--- config.mk ---
export PLATFORM = sky130hd
export DESIGN_NAME = tiny_language_lexer
export DESIGN_NICKNAME = d
export VERILOG_FILES = /design/src/hdl/tll_pkg.sv /design/src/hdl/tiny_language_lexer.sv
export VERILOG_INCLUDE_DIRS = /design/src /design/src/hdl
export SDC_FILE = /design/constraint.sdc
export NUM_CORES = 2
export LEC_CHECK = 0
export BUFFER_PORTS_ARGS = -buffer_cell sky130_fd_sc_hd__buf_4
export CORE_ASPECT_RATIO = 0.7
export CORE_MARGIN = 2
export CORE_UTILIZATION = 40
export CTS_CLUSTER_SIZE = 30
export DETAILED_ROUTE_END_ITERATION = 6
export PLACE_DENSITY = 0.54
export SLEW_MARGIN = 30
export SYNTH_ARGS = -nofsm -noshare
export SYNTH_HDL_FRONTEND = slang
export SYNTH_SLANG_ARGS = --single-unit
--- constraint.sdc ---
create_clock -name i_clk -period 13.1 [get_ports i_clk]
set_input_delay 0.655 -clock i_clk [delete_from_list [all_inputs] [get_ports i_clk]]
set_output_delay 0.655 -clock i_clk [all_outputs]
set_load 0.02 [all_outputs]
--- src/hdl/tiny_language_lexer_assert.svh ---
// ----------------------------------------------------------------------------
// tiny_language_lexer_assert.svh
// assertion macros shared by the lexer rtl
// ----------------------------------------------------------------------------
`ifndef TINY_LANGUAGE_LEXER_ASSERT_SVH
`define TINY_LANGUAGE_LEXER_ASSERT_SVH

`ifndef NO_ASSERTIONS

// checked property, held off while reset is asserted
`define TLL_ASSERT(lbl, clk, rst_n, prop) \
    lbl: assert property (@(posedge clk) disable iff (!rst_n) (prop)) \
        else $error("%m: property failed");

// checked property, also watched during reset
`define TLL_ASSERT_ALWAYS(lbl, clk, prop) \
    lbl: assert property (@(posedge clk) (prop)) \
        else $error("%m: property failed");

`else

`define TLL_ASSERT(lbl, clk, rst_n, prop)
`define TLL_ASSERT_ALWAYS(lbl, clk, prop)

`endif

`endif

--- src/hdl/tll_pkg.sv ---
// ----------------------------------------------------------------------------
// tll_pkg
// types, codes and keyword table for the tiny language lexer
// ----------------------------------------------------------------------------
package tll_pkg;

    localparam int MAX_IDENT_CHARS = 8;
    localparam int NUM_KW          = 13;
    localparam int FIFO_DEPTH      = 4;

    // scanner modes
    typedef enum logic [2:0] {
        MODE_IDLE    = 3'd0,
        MODE_NUMBER  = 3'd1,
        MODE_IDENT   = 3'd2,
        MODE_LT      = 3'd3,
        MODE_GT      = 3'd4,
        MODE_COLON   = 3'd5,
        MODE_DISCARD = 3'd6
    } t_mode;

    // token kinds
    localparam logic [4:0] K_NUMBER  = 5'd0;
    localparam logic [4:0] K_IDENT   = 5'd1;
    localparam logic [4:0] K_EOF     = 5'd2;
    localparam logic [4:0] K_PLUS    = 5'd3;
    localparam logic [4:0] K_MINUS   = 5'd4;
    localparam logic [4:0] K_MUL     = 5'd5;
    localparam logic [4:0] K_DIV     = 5'd6;
    localparam logic [4:0] K_EQ      = 5'd7;
    localparam logic [4:0] K_LE      = 5'd8;
    localparam logic [4:0] K_NE      = 5'd9;
    localparam logic [4:0] K_LT      = 5'd10;
    localparam logic [4:0] K_GE      = 5'd11;
    localparam logic [4:0] K_GT      = 5'd12;
    localparam logic [4:0] K_LPAREN  = 5'd13;
    localparam logic [4:0] K_RPAREN  = 5'd14;
    localparam logic [4:0] K_ASSIGN  = 5'd15;
    localparam logic [4:0] K_SEMI    = 5'd16;
    localparam logic [4:0] K_COMMA   = 5'd17;
    localparam logic [4:0] K_KW_BASE = 5'd18;
    localparam logic [4:0] K_ERROR   = 5'd31;

    // error codes
    localparam logic [2:0] ERR_NONE     = 3'd0;
    localparam logic [2:0] ERR_INVALID  = 3'd1;
    localparam logic [2:0] ERR_COLON    = 3'd2;
    localparam logic [2:0] ERR_OVERFLOW = 3'd3;
    localparam logic [2:0] ERR_LONG     = 3'd4;

    // characters
    localparam logic [7:0] CH_NUL    = 8'h00;
    localparam logic [7:0] CH_TAB    = 8'h09;
    localparam logic [7:0] CH_CR     = 8'h0D;
    localparam logic [7:0] CH_SPACE  = 8'h20;
    localparam logic [7:0] CH_PLUS   = 8'h2B;
    localparam logic [7:0] CH_MINUS  = 8'h2D;
    localparam logic [7:0] CH_STAR   = 8'h2A;
    localparam logic [7:0] CH_SLASH  = 8'h2F;
    localparam logic [7:0] CH_EQ     = 8'h3D;
    localparam logic [7:0] CH_LPAREN = 8'h28;
    localparam logic [7:0] CH_RPAREN = 8'h29;
    localparam logic [7:0] CH_SEMI   = 8'h3B;
    localparam logic [7:0] CH_COMMA  = 8'h2C;
    localparam logic [7:0] CH_LT     = 8'h3C;
    localparam logic [7:0] CH_GT     = 8'h3E;
    localparam logic [7:0] CH_COLON  = 8'h3A;
    localparam logic [7:0] CH_UNDER  = 8'h5F;

    // one output token
    typedef struct packed {
        logic [4:0]  kind;
        logic [62:0] number_value;
        logic [63:0] ident_chars;
        logic [3:0]  ident_length;
        logic [2:0]  error_code;
        logic        last;
    } t_token;

    // reorder a right-justified string so the first character sits in bits 7:0
    function automatic logic [63:0] kw_pack(input logic [63:0] text, input logic [3:0] len);
        logic [63:0] v;
        v = '0;
        for (int i = 0; i < 8; i++) begin
            if (4'(i) < len) begin
                v[8*i +: 8] = text[8*(int'(len) - 1 - i) +: 8];
            end
        end
        return v;
    endfunction

    localparam logic [3:0] KW_LEN [NUM_KW] = '{
        4'd5, 4'd3, 4'd8, 4'd5, 4'd3, 4'd2, 4'd4, 4'd5, 4'd2, 4'd6, 4'd5, 4'd7, 4'd3
    };

    localparam logic [63:0] KW_PACKED [NUM_KW] = '{
        kw_pack("const", 4'd5),    kw_pack("var", 4'd3),
        kw_pack("function", 4'd8), kw_pack("begin", 4'd5),
        kw_pack("end", 4'd3),      kw_pack("if", 4'd2),
        kw_pack("then", 4'd4),     kw_pack("while", 4'd5),
        kw_pack("do", 4'd2),       kw_pack("return", 4'd6),
        kw_pack("write", 4'd5),    kw_pack("writeln", 4'd7),
        kw_pack("odd", 4'd3)
    };

    // keyword kind for a packed identifier, ident kind when none matches
    function automatic logic [4:0] kw_lookup(input logic [63:0] chars, input logic [3:0] len);
        logic [4:0] kind;
        kind = K_IDENT;
        for (int k = NUM_KW - 1; k >= 0; k--) begin
            if (chars == KW_PACKED[k] && len == KW_LEN[k]) begin
                kind = K_KW_BASE + 5'(k);
            end
        end
        return kind;
    endfunction

    function automatic logic is_digit(input logic [7:0] c);
        return (c >= 8'h30) && (c <= 8'h39);
    endfunction

    function automatic logic is_start(input logic [7:0] c);
        return ((c >= 8'h61) && (c <= 8'h7A)) || ((c >= 8'h41) && (c <= 8'h5A))
            || (c == CH_UNDER);
    endfunction

    function automatic logic is_blank(input logic [7:0] c);
        return (c == CH_SPACE) || ((c >= CH_TAB) && (c <= CH_CR));
    endfunction

endpackage

--- src/hdl/tiny_language_lexer.sv ---
// ----------------------------------------------------------------------------
// tiny_language_lexer
// streaming lexer: one source byte in, zero to two tokens out per byte
// ----------------------------------------------------------------------------
//  channel   direction  handshake             payload
//  source    in         i_valid / o_stall     i_ch
//  token     out        o_valid / i_stall     o_kind .. o_last
//
//  one source byte is taken per cycle while o_stall is low; its tokens are
//  formed in that cycle and land in a 4-entry queue read by the output port.
//  a byte that ends one token and emits another adds one extra output beat.
//  o_stall rises while 3 or more tokens are queued (room for two is needed).
//  synchronous active-low reset clears the scanner mode and the queue.
// ----------------------------------------------------------------------------
`include "tiny_language_lexer_assert.svh"

module tiny_language_lexer
    import tll_pkg::*;
(
    input  logic        i_clk,
    input  logic        i_rst_n,
    input  logic        i_valid,
    output logic        o_stall,
    input  logic [7:0]  i_ch,
    output logic        o_valid,
    input  logic        i_stall,
    output logic [4:0]  o_kind,
    output logic [62:0] o_number_value,
    output logic [63:0] o_ident_chars,
    output logic [3:0]  o_ident_length,
    output logic [2:0]  o_error_code,
    output logic        o_last
);

    // scanner state
    t_mode       r_mode, n_mode;
    logic [62:0] r_acc, n_acc;
    logic        r_ovf, n_ovf;
    logic [63:0] r_buf, n_buf;
    logic [3:0]  r_cnt, n_cnt;
    logic        r_long, n_long;

    // token queue
    t_token      r_fifo [FIFO_DEPTH];
    logic [1:0]  r_wr_ptr, r_rd_ptr;
    logic [2:0]  r_count;

    t_token      tok_a, tok_b, slot0;
    logic        va, vb, done;
    logic [1:0]  push_n;
    logic        accept, pop;
    logic [66:0] mul10;
    logic        mul_ovf;

    assign accept = i_valid && !o_stall;
    assign o_valid = (r_count != 3'd0);
    assign pop = o_valid && !i_stall;
    assign o_stall = (r_count >= 3'(FIFO_DEPTH - 1));

    // accum * 10 + digit, with overflow past 63 bits
    assign mul10 = ({4'b0, r_acc} << 3) + ({4'b0, r_acc} << 1) + {63'b0, i_ch[3:0]};
    assign mul_ovf = |mul10[66:63];

    // scanner step: token a ends a pending token, token b comes from this byte
    always_comb begin
        n_mode = r_mode;
        n_acc  = r_acc;
        n_ovf  = r_ovf;
        n_buf  = r_buf;
        n_cnt  = r_cnt;
        n_long = r_long;
        tok_a  = '0;
        tok_b  = '0;
        va     = 1'b0;
        vb     = 1'b0;
        done   = 1'b0;

        unique case (r_mode)
            MODE_NUMBER: begin
                if (is_digit(i_ch)) begin
                    if (!r_ovf) begin
                        if (mul_ovf) begin
                            n_ovf = 1'b1;
                        end else begin
                            n_acc = mul10[62:0];
                        end
                    end
                    done = 1'b1;
                end else begin
                    va = 1'b1;
                    if (r_ovf) begin
                        tok_a.kind       = K_ERROR;
                        tok_a.error_code = ERR_OVERFLOW;
                        n_mode           = MODE_DISCARD;
                    end else begin
                        tok_a.kind         = K_NUMBER;
                        tok_a.number_value = r_acc;
                        n_mode             = MODE_IDLE;
                    end
                    n_acc = '0;
                    n_ovf = 1'b0;
                end
            end
            MODE_IDENT: begin
                if (is_start(i_ch) || is_digit(i_ch)) begin
                    if (r_cnt < 4'(MAX_IDENT_CHARS)) begin
                        n_buf = r_buf | ({56'b0, i_ch} << {r_cnt[2:0], 3'b000});
                        n_cnt = r_cnt + 4'd1;
                    end else begin
                        n_long = 1'b1;
                    end
                    done = 1'b1;
                end else begin
                    va = 1'b1;
                    if (r_long) begin
                        tok_a.kind       = K_ERROR;
                        tok_a.error_code = ERR_LONG;
                        n_mode           = MODE_DISCARD;
                    end else begin
                        tok_a.kind = kw_lookup(r_buf, r_cnt);
                        if (tok_a.kind == K_IDENT) begin
                            tok_a.ident_chars  = r_buf;
                            tok_a.ident_length = r_cnt;
                        end
                        n_mode = MODE_IDLE;
                    end
                    n_buf  = '0;
                    n_cnt  = '0;
                    n_long = 1'b0;
                end
            end
            MODE_LT: begin
                n_mode = MODE_IDLE;
                va     = 1'b1;
                if (i_ch == CH_EQ) begin
                    tok_a.kind = K_LE;
                    done       = 1'b1;
                end else if (i_ch == CH_GT) begin
                    tok_a.kind = K_NE;
                    done       = 1'b1;
                end else begin
                    tok_a.kind = K_LT;
                end
            end
            MODE_GT: begin
                n_mode = MODE_IDLE;
                va     = 1'b1;
                if (i_ch == CH_EQ) begin
                    tok_a.kind = K_GE;
                    done       = 1'b1;
                end else begin
                    tok_a.kind = K_GT;
                end
            end
            MODE_COLON: begin
                va = 1'b1;
                if (i_ch == CH_EQ) begin
                    tok_a.kind = K_ASSIGN;
                    n_mode     = MODE_IDLE;
                    done       = 1'b1;
                end else begin
                    tok_a.kind       = K_ERROR;
                    tok_a.error_code = ERR_COLON;
                    n_mode           = MODE_DISCARD;
                end
            end
            MODE_IDLE: begin
            end
            MODE_DISCARD: begin
            end
            default: begin
                n_mode = MODE_DISCARD;
            end
        endcase

        // byte not consumed above: discard, skip a blank, or start a new token
        if (!done) begin
            if (n_mode == MODE_DISCARD) begin
                if (i_ch == CH_NUL) begin
                    vb         = 1'b1;
                    tok_b.kind = K_EOF;
                    n_mode     = MODE_IDLE;
                end
            end else if (is_blank(i_ch)) begin
            end else if (i_ch == CH_NUL) begin
                vb         = 1'b1;
                tok_b.kind = K_EOF;
            end else if (is_digit(i_ch)) begin
                n_acc  = {59'b0, i_ch[3:0]};
                n_ovf  = 1'b0;
                n_mode = MODE_NUMBER;
            end else if (is_start(i_ch)) begin
                n_buf  = {56'b0, i_ch};
                n_cnt  = 4'd1;
                n_long = 1'b0;
                n_mode = MODE_IDENT;
            end else begin
                unique case (i_ch)
                    CH_PLUS:   begin vb = 1'b1; tok_b.kind = K_PLUS;   end
                    CH_MINUS:  begin vb = 1'b1; tok_b.kind = K_MINUS;  end
                    CH_STAR:   begin vb = 1'b1; tok_b.kind = K_MUL;    end
                    CH_SLASH:  begin vb = 1'b1; tok_b.kind = K_DIV;    end
                    CH_EQ:     begin vb = 1'b1; tok_b.kind = K_EQ;     end
                    CH_LPAREN: begin vb = 1'b1; tok_b.kind = K_LPAREN; end
                    CH_RPAREN: begin vb = 1'b1; tok_b.kind = K_RPAREN; end
                    CH_SEMI:   begin vb = 1'b1; tok_b.kind = K_SEMI;   end
                    CH_COMMA:  begin vb = 1'b1; tok_b.kind = K_COMMA;  end
                    CH_LT:     begin n_mode = MODE_LT;    end
                    CH_GT:     begin n_mode = MODE_GT;    end
                    CH_COLON:  begin n_mode = MODE_COLON; end
                    default: begin
                        vb               = 1'b1;
                        tok_b.kind       = K_ERROR;
                        tok_b.error_code = ERR_INVALID;
                        n_mode           = MODE_DISCARD;
                    end
                endcase
            end
        end

        // mark the final token of this byte
        if (vb) begin
            tok_b.last = 1'b1;
        end else begin
            tok_a.last = 1'b1;
        end
    end

    assign slot0  = va ? tok_a : tok_b;
    assign push_n = {1'b0, va} + {1'b0, vb};

    // scanner state registers
    always_ff @(posedge i_clk) begin
        if (!i_rst_n) begin
            r_mode <= MODE_IDLE;
            r_acc  <= '0;
            r_ovf  <= 1'b0;
            r_buf  <= '0;
            r_cnt  <= '0;
            r_long <= 1'b0;
        end else if (accept) begin
            r_mode <= n_mode;
            r_acc  <= n_acc;
            r_ovf  <= n_ovf;
            r_buf  <= n_buf;
            r_cnt  <= n_cnt;
            r_long <= n_long;
        end
    end

    // token queue storage
    always_ff @(posedge i_clk) begin
        if (accept && push_n != 2'd0) begin
            r_fifo[r_wr_ptr] <= slot0;
        end
        if (accept && push_n == 2'd2) begin
            r_fifo[r_wr_ptr + 2'd1] <= tok_b;
        end
    end

    // token queue pointers and fill count
    always_ff @(posedge i_clk) begin
        if (!i_rst_n) begin
            r_wr_ptr <= '0;
            r_rd_ptr <= '0;
            r_count  <= '0;
        end else begin
            if (accept) begin
                r_wr_ptr <= r_wr_ptr + push_n;
            end
            if (pop) begin
                r_rd_ptr <= r_rd_ptr + 2'd1;
            end
            r_count <= r_count + (accept ? {1'b0, push_n} : 3'd0) - {2'b0, pop};
        end
    end

    // output beat from the queue head
    assign o_kind         = r_fifo[r_rd_ptr].kind;
    assign o_number_value = r_fifo[r_rd_ptr].number_value;
    assign o_ident_chars  = r_fifo[r_rd_ptr].ident_chars;
    assign o_ident_length = r_fifo[r_rd_ptr].ident_length;
    assign o_error_code   = r_fifo[r_rd_ptr].error_code;
    assign o_last         = r_fifo[r_rd_ptr].last;

    // checks
    `TLL_ASSERT(a_fifo_bound, i_clk, i_rst_n, r_count <= 3'(FIFO_DEPTH))
    `TLL_ASSERT(a_num_zero, i_clk, i_rst_n, (o_valid && o_kind != K_NUMBER) |-> (o_number_value == '0))
    `TLL_ASSERT(a_err_code, i_clk, i_rst_n, (o_valid && o_kind == K_ERROR) |-> (o_error_code != ERR_NONE))
    `TLL_ASSERT(a_ident_len, i_clk, i_rst_n, (o_valid && o_kind == K_IDENT) |-> ((o_ident_length != 4'd0) && (o_ident_length <= 4'(MAX_IDENT_CHARS))))
    `TLL_ASSERT(a_eof_last, i_clk, i_rst_n, (o_valid && o_kind == K_EOF) |-> o_last)

endmodule
Word-level counts from Yosys, hierarchy flattened
Memory sizes are Yosys's and may differ from the RTL's. A register that Yosys moved wholly into a read port is not among the register bits. Cells that the tools add are included.

Add/subtract/negate cells: 9. Multiply operators: 0. Div/mod/pow operators: 0. Order comparisons: 10. Equal/unequal tests: 43. Shift-type cells: 1. Mux-type cells: 137. Bitwise operators: 1. Reduce and logical (&&, ||, !) cells: 39.

Operator list (number): 63-bit 2-to-1 mux (11); 64-bit 2-to-1 mux (9); 68-bit 2-to-1 mux (4); 64-bit by 39-bit equality test with 1-bit output, second input constant (4); 64-bit by 23-bit equality test with 1-bit output, second input constant (3); 140-bit 2-to-1 mux (1); 5-bit 2-to-1 mux (26); 64-bit by 15-bit equality test with 1-bit output, second input constant (2); 8-bit by 6-bit equality test with 1-bit output, second input constant (13); 71-bit 2-to-1 mux (1); 66-bit by 64-bit adder with 67-bit output (1); 67-bit by 4-bit adder with 67-bit output (1); 64-bit by 31-bit equality test with 1-bit output, second input constant (1); 64-bit by 47-bit equality test with 1-bit output, second input constant (1); 64-bit by 55-bit equality test with 1-bit output, second input constant (1); 64-bit by 63-bit equality test with 1-bit output, second input constant (1); 64-bit OR (1); 8-bit by 6-bit left shift with 64-bit output (1); 5-bit one-hot mux with 10 select lines (1); 1-bit 2-to-1 mux (46); 3-bit 2-to-1 mux (14); 4-bit 2-to-1 mux (9); 5-bit one-hot mux with 5 select lines (1); 1-bit logical AND (21); other kinds (40) (66).

Bits in registers: 143. Latch bits: 0. RAM bits: 560. ROM bits: 0. Bits of input ports: 12. Output and inout bits: 142. Word-level logic and storage cells: 250. Memories kept: 1.

Memory list: r_fifo (words 4, width 140, read ports 1, clocked after Yosys merged registers in 1, write ports 2, line tiny_language_lexer.sv:44) `t_token r_fifo [FIFO_DEPTH];`.

Depth between registers and ports, before layout
Depth after elaboration: 24. Depth in mapped cells: 19. Depth with buffers taken out: 18.

Least setup slack after synthesis
Ideal clock, no wire load.

Path type: input-to-reg. Start: in i_ch[3]. End: reg r_acc[24]. Library setup time: 117 ps. Data arrival time: 4570 ps. Required time: 12983 ps. Setup slack: 8414 ps. Stages: 18. Buffers on the path: 3. Path through: clkbuf_1 -> inv_1 -> fa_1 -> inv_1 -> fa_1 -> a211oi_1 -> o211ai_1 -> a22oi_1 -> a21oi_1 -> a31oi_1 -> o31a_1 -> o311ai_0 -> a211oi_2 -> nor2_1 -> o221a_1 -> buf_6 -> buf_6 -> a22o_1.

Cells in the longest elaborated chain, start to end: 11. Elaborated cells on any way between the ends: 43. Those cells by class: add/sub: 1; order compare: 8; eq/ne: 5; mux: 19; reduce/logical: 10.

RTL lines: from (decl) (line tiny_language_lexer.sv:24) `input logic [7:0] i_ch,`; 67-bit by 4-bit adder with 67-bit output (line tiny_language_lexer.sv:61) `assign mul10 = ({4'b0, r_acc} << 3) + ({4'b0, r_acc} << 1) + {63'b0, i_ch[3:0]};`; 4-bit OR reduction (line tiny_language_lexer.sv:62) `assign mul_ovf = |mul10[66:63];`; 63-bit 2-to-1 mux (line tiny_language_lexer.sv:82) `if (mul_ovf) begin`; 63-bit 2-to-1 mux (line tiny_language_lexer.sv:81) `if (!r_ovf) begin`; 63-bit 2-to-1 mux (line tiny_language_lexer.sv:80) `if (is_digit(i_ch)) begin`; 63-bit 2-to-1 mux (line tiny_language_lexer.sv:78) `unique case (r_mode)`; 63-bit 2-to-1 mux (line tiny_language_lexer.sv:188) `end else if (is_digit(i_ch)) begin`; 63-bit 2-to-1 mux (line tiny_language_lexer.sv:185) `end else if (i_ch == CH_NUL) begin`; 63-bit 2-to-1 mux (line tiny_language_lexer.sv:184) `end else if (is_blank(i_ch)) begin`; 63-bit 2-to-1 mux (line tiny_language_lexer.sv:178) `if (n_mode == MODE_DISCARD) begin`; 63-bit 2-to-1 mux (*) (line tiny_language_lexer.sv:177) `if (!done) begin`; to (signal assigned) (line tiny_language_lexer.sv:243) `r_acc <= n_acc;`; to (decl) (line tiny_language_lexer.sv:37) `logic [62:0] r_acc, n_acc;`.

Mark *: on every way between the ends. The rest lies on a longest branch, timed or not. A chain may end at the register's enable or synchronous reset.

==> reports/results.txt <==
Post-DR wirelength/cell: 25.11 um
WS Path Type: input pin to flip-flop
Final GP Congestion: 0.9114
Hold Crit Endpoint: r_buf[22]$_SDFFE_PN0P_
Max-slew headroom: 31.64%
Dpl cell area: 0.03407 mm^2
Critical Path AT: 6.34 ns
FMAX: 165.8 MHz
Tmin final: 6.030 ns
Final core utilization: 45.55%
Ys async rst share: 0%
RSZ-0062 raised after global routing: false
Cell count after synthesis: 3004
Post-route DRC: 0
CP required: 13.41 ns
Post-CTS setup repair buffer count: 0
Worst Tran Pin Value: 1.017 ns
Drt first pass iters: 5
Die W: 343.7 um
CTS tree: yes
Initial antenna violation count: 1
FF-to-FF Start: r_mode[0]$_SDFFE_PN0P_
Final wirelength: 103000 um
Worst hold path startpoint: i_ch[6]
Final worst-path cycle share: 46.03%
Vias per std cell: 6.414
Seq cells post-synth: 705
Via Count: 26300
Status: complete, no violations
Sequential fraction of the synthesis area: 44.54%
Post-synth EDFFs: 28
ANT nets after route: 0
Root buffer cell: clkbuf_16
Number of buffers created by CTS: 73
Leakage: 13.96 nW
Fin area: 0.03654 mm^2
Synth Warn #: 0
CTS clk-pin slew, worst paths: 0.07 ns
Die height: 241.8 um
Clk Latency, worst-skew pair: 0.65 ns
Final Hold Fails: 0
Nets: 3128
CP Launch Type: input pin
Most common library cell in the layout ignoring fill and taps: dfxtp_1
Worst R2R Path Depth: 14
Total grt overflow: 0
Initial drt markers: 2530
Most frequent cells in the layout: dfxtp_1, a22o_1, a32o_1
Sink Count: 705
Reg2reg end: r_fifo[1][135]$_DFFE_PP_
N_diodes: 0
Hold path cells: 3
Fin. max-slew vios: 0
Worst min path class: input pin to flip-flop
First-pass GRT wire length: 157200 um
Crit path capture type: flip-flop
CTS resizes: 0
Total Routing Usage GR: 24.14%
CTS max path bufs: 3
H-tree depth: 3
Die ar.: 0.08311 mm^2
Total negative slack: 0 ns
Row cnt: 87
Power density cells: 142.2 mW/mm^2
Layout cell share with drive strength beyond 1: 16.12%
Worst VDD drop: 87.31 uV
Net Count, Synth: 3155
Clock Skews: 0.02554 ns
Max-cap check violation count: 0
Post-DP HPWL: 66660 um
Hold-fix buffers at CTS: 0
Initial Util: 40.28%
Critical-path maximum fanout: 65
R2r setup slk: 7.13 ns
Placeable Area: 0.08023 mm^2
FILL cells: 7352
Buffers on Ports: 153
Vias in the first global route: 25710
Post-Syn Area: 0.03231 mm^2
Largest net degree at the start of global routing: 113
Library cells used by synthesis: 81
Mapped Avg Cell Area: 10.76 um^2
Final setup fails: 0
Area growth syn-to-layout: 13.08%
Num ports: 154
Top FF cell, synth: dfxtp_1
-- synth_stat cells, types with 7 or more instances --
cell	number	area, um^2
a211oi_1	14	105.1
a21o_1	28	210.2
a21oi_1	124	620.6
a22o_1	318	2785
a22oi_1	62	465.5
a31oi_1	19	118.9
a32o_1	253	2532
and2_1	11	68.82
and3_1	23	143.9
buf_1	40	150.1
buf_2	10	50.05
clkbuf_1	235	882.1
dfxtp_1	677	13550
edfxtp_1	28	840.8
ha_1	136	1702
inv_1	39	146.4
mux4_2	140	3153
nand2_1	154	578.1
nand3_1	30	150.1
nand3b_1	7	52.55
nand4_1	40	250.2
nor2_1	182	683.2
nor2b_1	11	68.82
nor3_1	43	215.2
nor3b_1	10	75.07
nor4_1	21	131.4
o21a_1	12	90.09
o21ai_0	90	450.4
o21ai_1	8	40.04
o21bai_1	10	75.07
o22ai_1	24	150.1
o31ai_1	7	52.55
or2_2	10	62.56
or3_1	18	112.6
or4_1	7	52.55
xnor2_1	35	306.5
xor2_1	31	271.5
-- critical path, stage by stage --
cell      delay [ns]
buf_4           0.24
nor3b_2         0.49
nand3_1         0.44
nor2_1          0.61
o21ai_0         0.14
o21ai_0         0.23
nor3_1          0.12
a21boi_0        0.24
inv_1           0.22
ha_1            0.37
nor3_2          0.09
buf_4           0.39
nor2_4          0.85
buf_4           0.83
inv_1           0.35
-- where the power goes --
part           switching (mW)  internal, mW  total (mW)
combinational           0.622         0.225       0.847
clock                   0.919          1.17        2.09
sequential             0.0611          2.20        2.26
-- cell families (layout without fill, tap and decap cells) --
family                     Yosys count  count (layout)  synth area share [%]
xor gates and xnor gates            66              66                 1.789
DFF                                705             705                 44.54
muxes                              144             144                 9.889
and+or+nand+nor                    589             589                 8.774
AOI/OAI and AO/OA                 1028            1028                 25.49
adders and majority gates          139             139                 5.452
buffers and inverters              333             362                 4.062
-- how the worst max path moves through the flow --
stage	from	end	slack, ns	cells after the start
3_5_place_dp	i_ch[5]	r_fifo[1][135]$_DFFE_PP_	6.50	15
5_1_grt	i_ch[5]	r_fifo[1][139]$_DFFE_PP_	6.65	15
2_1_floorplan	i_ch[3]	r_acc[24]$_SDFFE_PN0P_	8.41	18
3_3_place_gp	i_ch[5]	r_fifo[1][139]$_DFFE_PP_	6.69	15
6_report	i_ch[5]	r_fifo[1][135]$_DFFE_PP_	7.07	15
4_1_cts	r_mode[1]$_SDFFE_PN0P_	r_fifo[1][135]$_DFFE_PP_	7.14	14
-- through the flow --
stage / setup slack (ns) / std cells / power (mW) / hold slack [ns]
final: 7.070 / 4101 / 5.197 / 0.4141
after global routing: 6.647 / 4101 / 5.382 / 0.4034
after CTS: 7.139 / 4098 / 5.225 / 0.3763
after detailed placement: 6.502 / 3967 / 3.136 / 0.4451
after global placement: 6.688 / 3965 / 3.112 / 0.4344
after floorplan: 8.414 / 3004 / 2.824 / 0.4198
-- registers in the layout, summed over array words and instances (netlist names), named ones only --
register and flops:
r_acc 63, r_ovf 1, r_rd_ptr 2, r_mode 3, r_long 1, r_buf 64
r_fifo 560, r_cnt 4, r_count 3, r_wr_ptr 2
-- final cells by class --
cell class                 instances  area [um^2]  share of cell area (%)
timing repair buffer             191         1530                   4.188
multi-input combinational       1966        16720                   45.77
clock buffer                     108         2148                   5.879
sequential                       705        14400                   39.41
inverter                          40        150.1                  0.4109
clock inverter                    23        250.2                  0.6848
tap                             1068         1336                   3.657
-- per-layer routing --
| layer | part of all wire [%] | wire (um) | GRT usage, % | up-vias |
|---|---|---|---|---|
| met4 | 1.4 | 1405 | 5.163 | 0 |
| met5 | 0 | 0 | 0 | - |
| met3 | 7.6 | 7806 | 4.976 | 109 |
| met1 | 50 | 51150 | 37.36 | 13450 |
| li1 | - | - | - | 11780 |
| met2 | 41 | 42600 | 34.18 | 966 |
No activity file was read; power rests on OpenSTA's default activity.
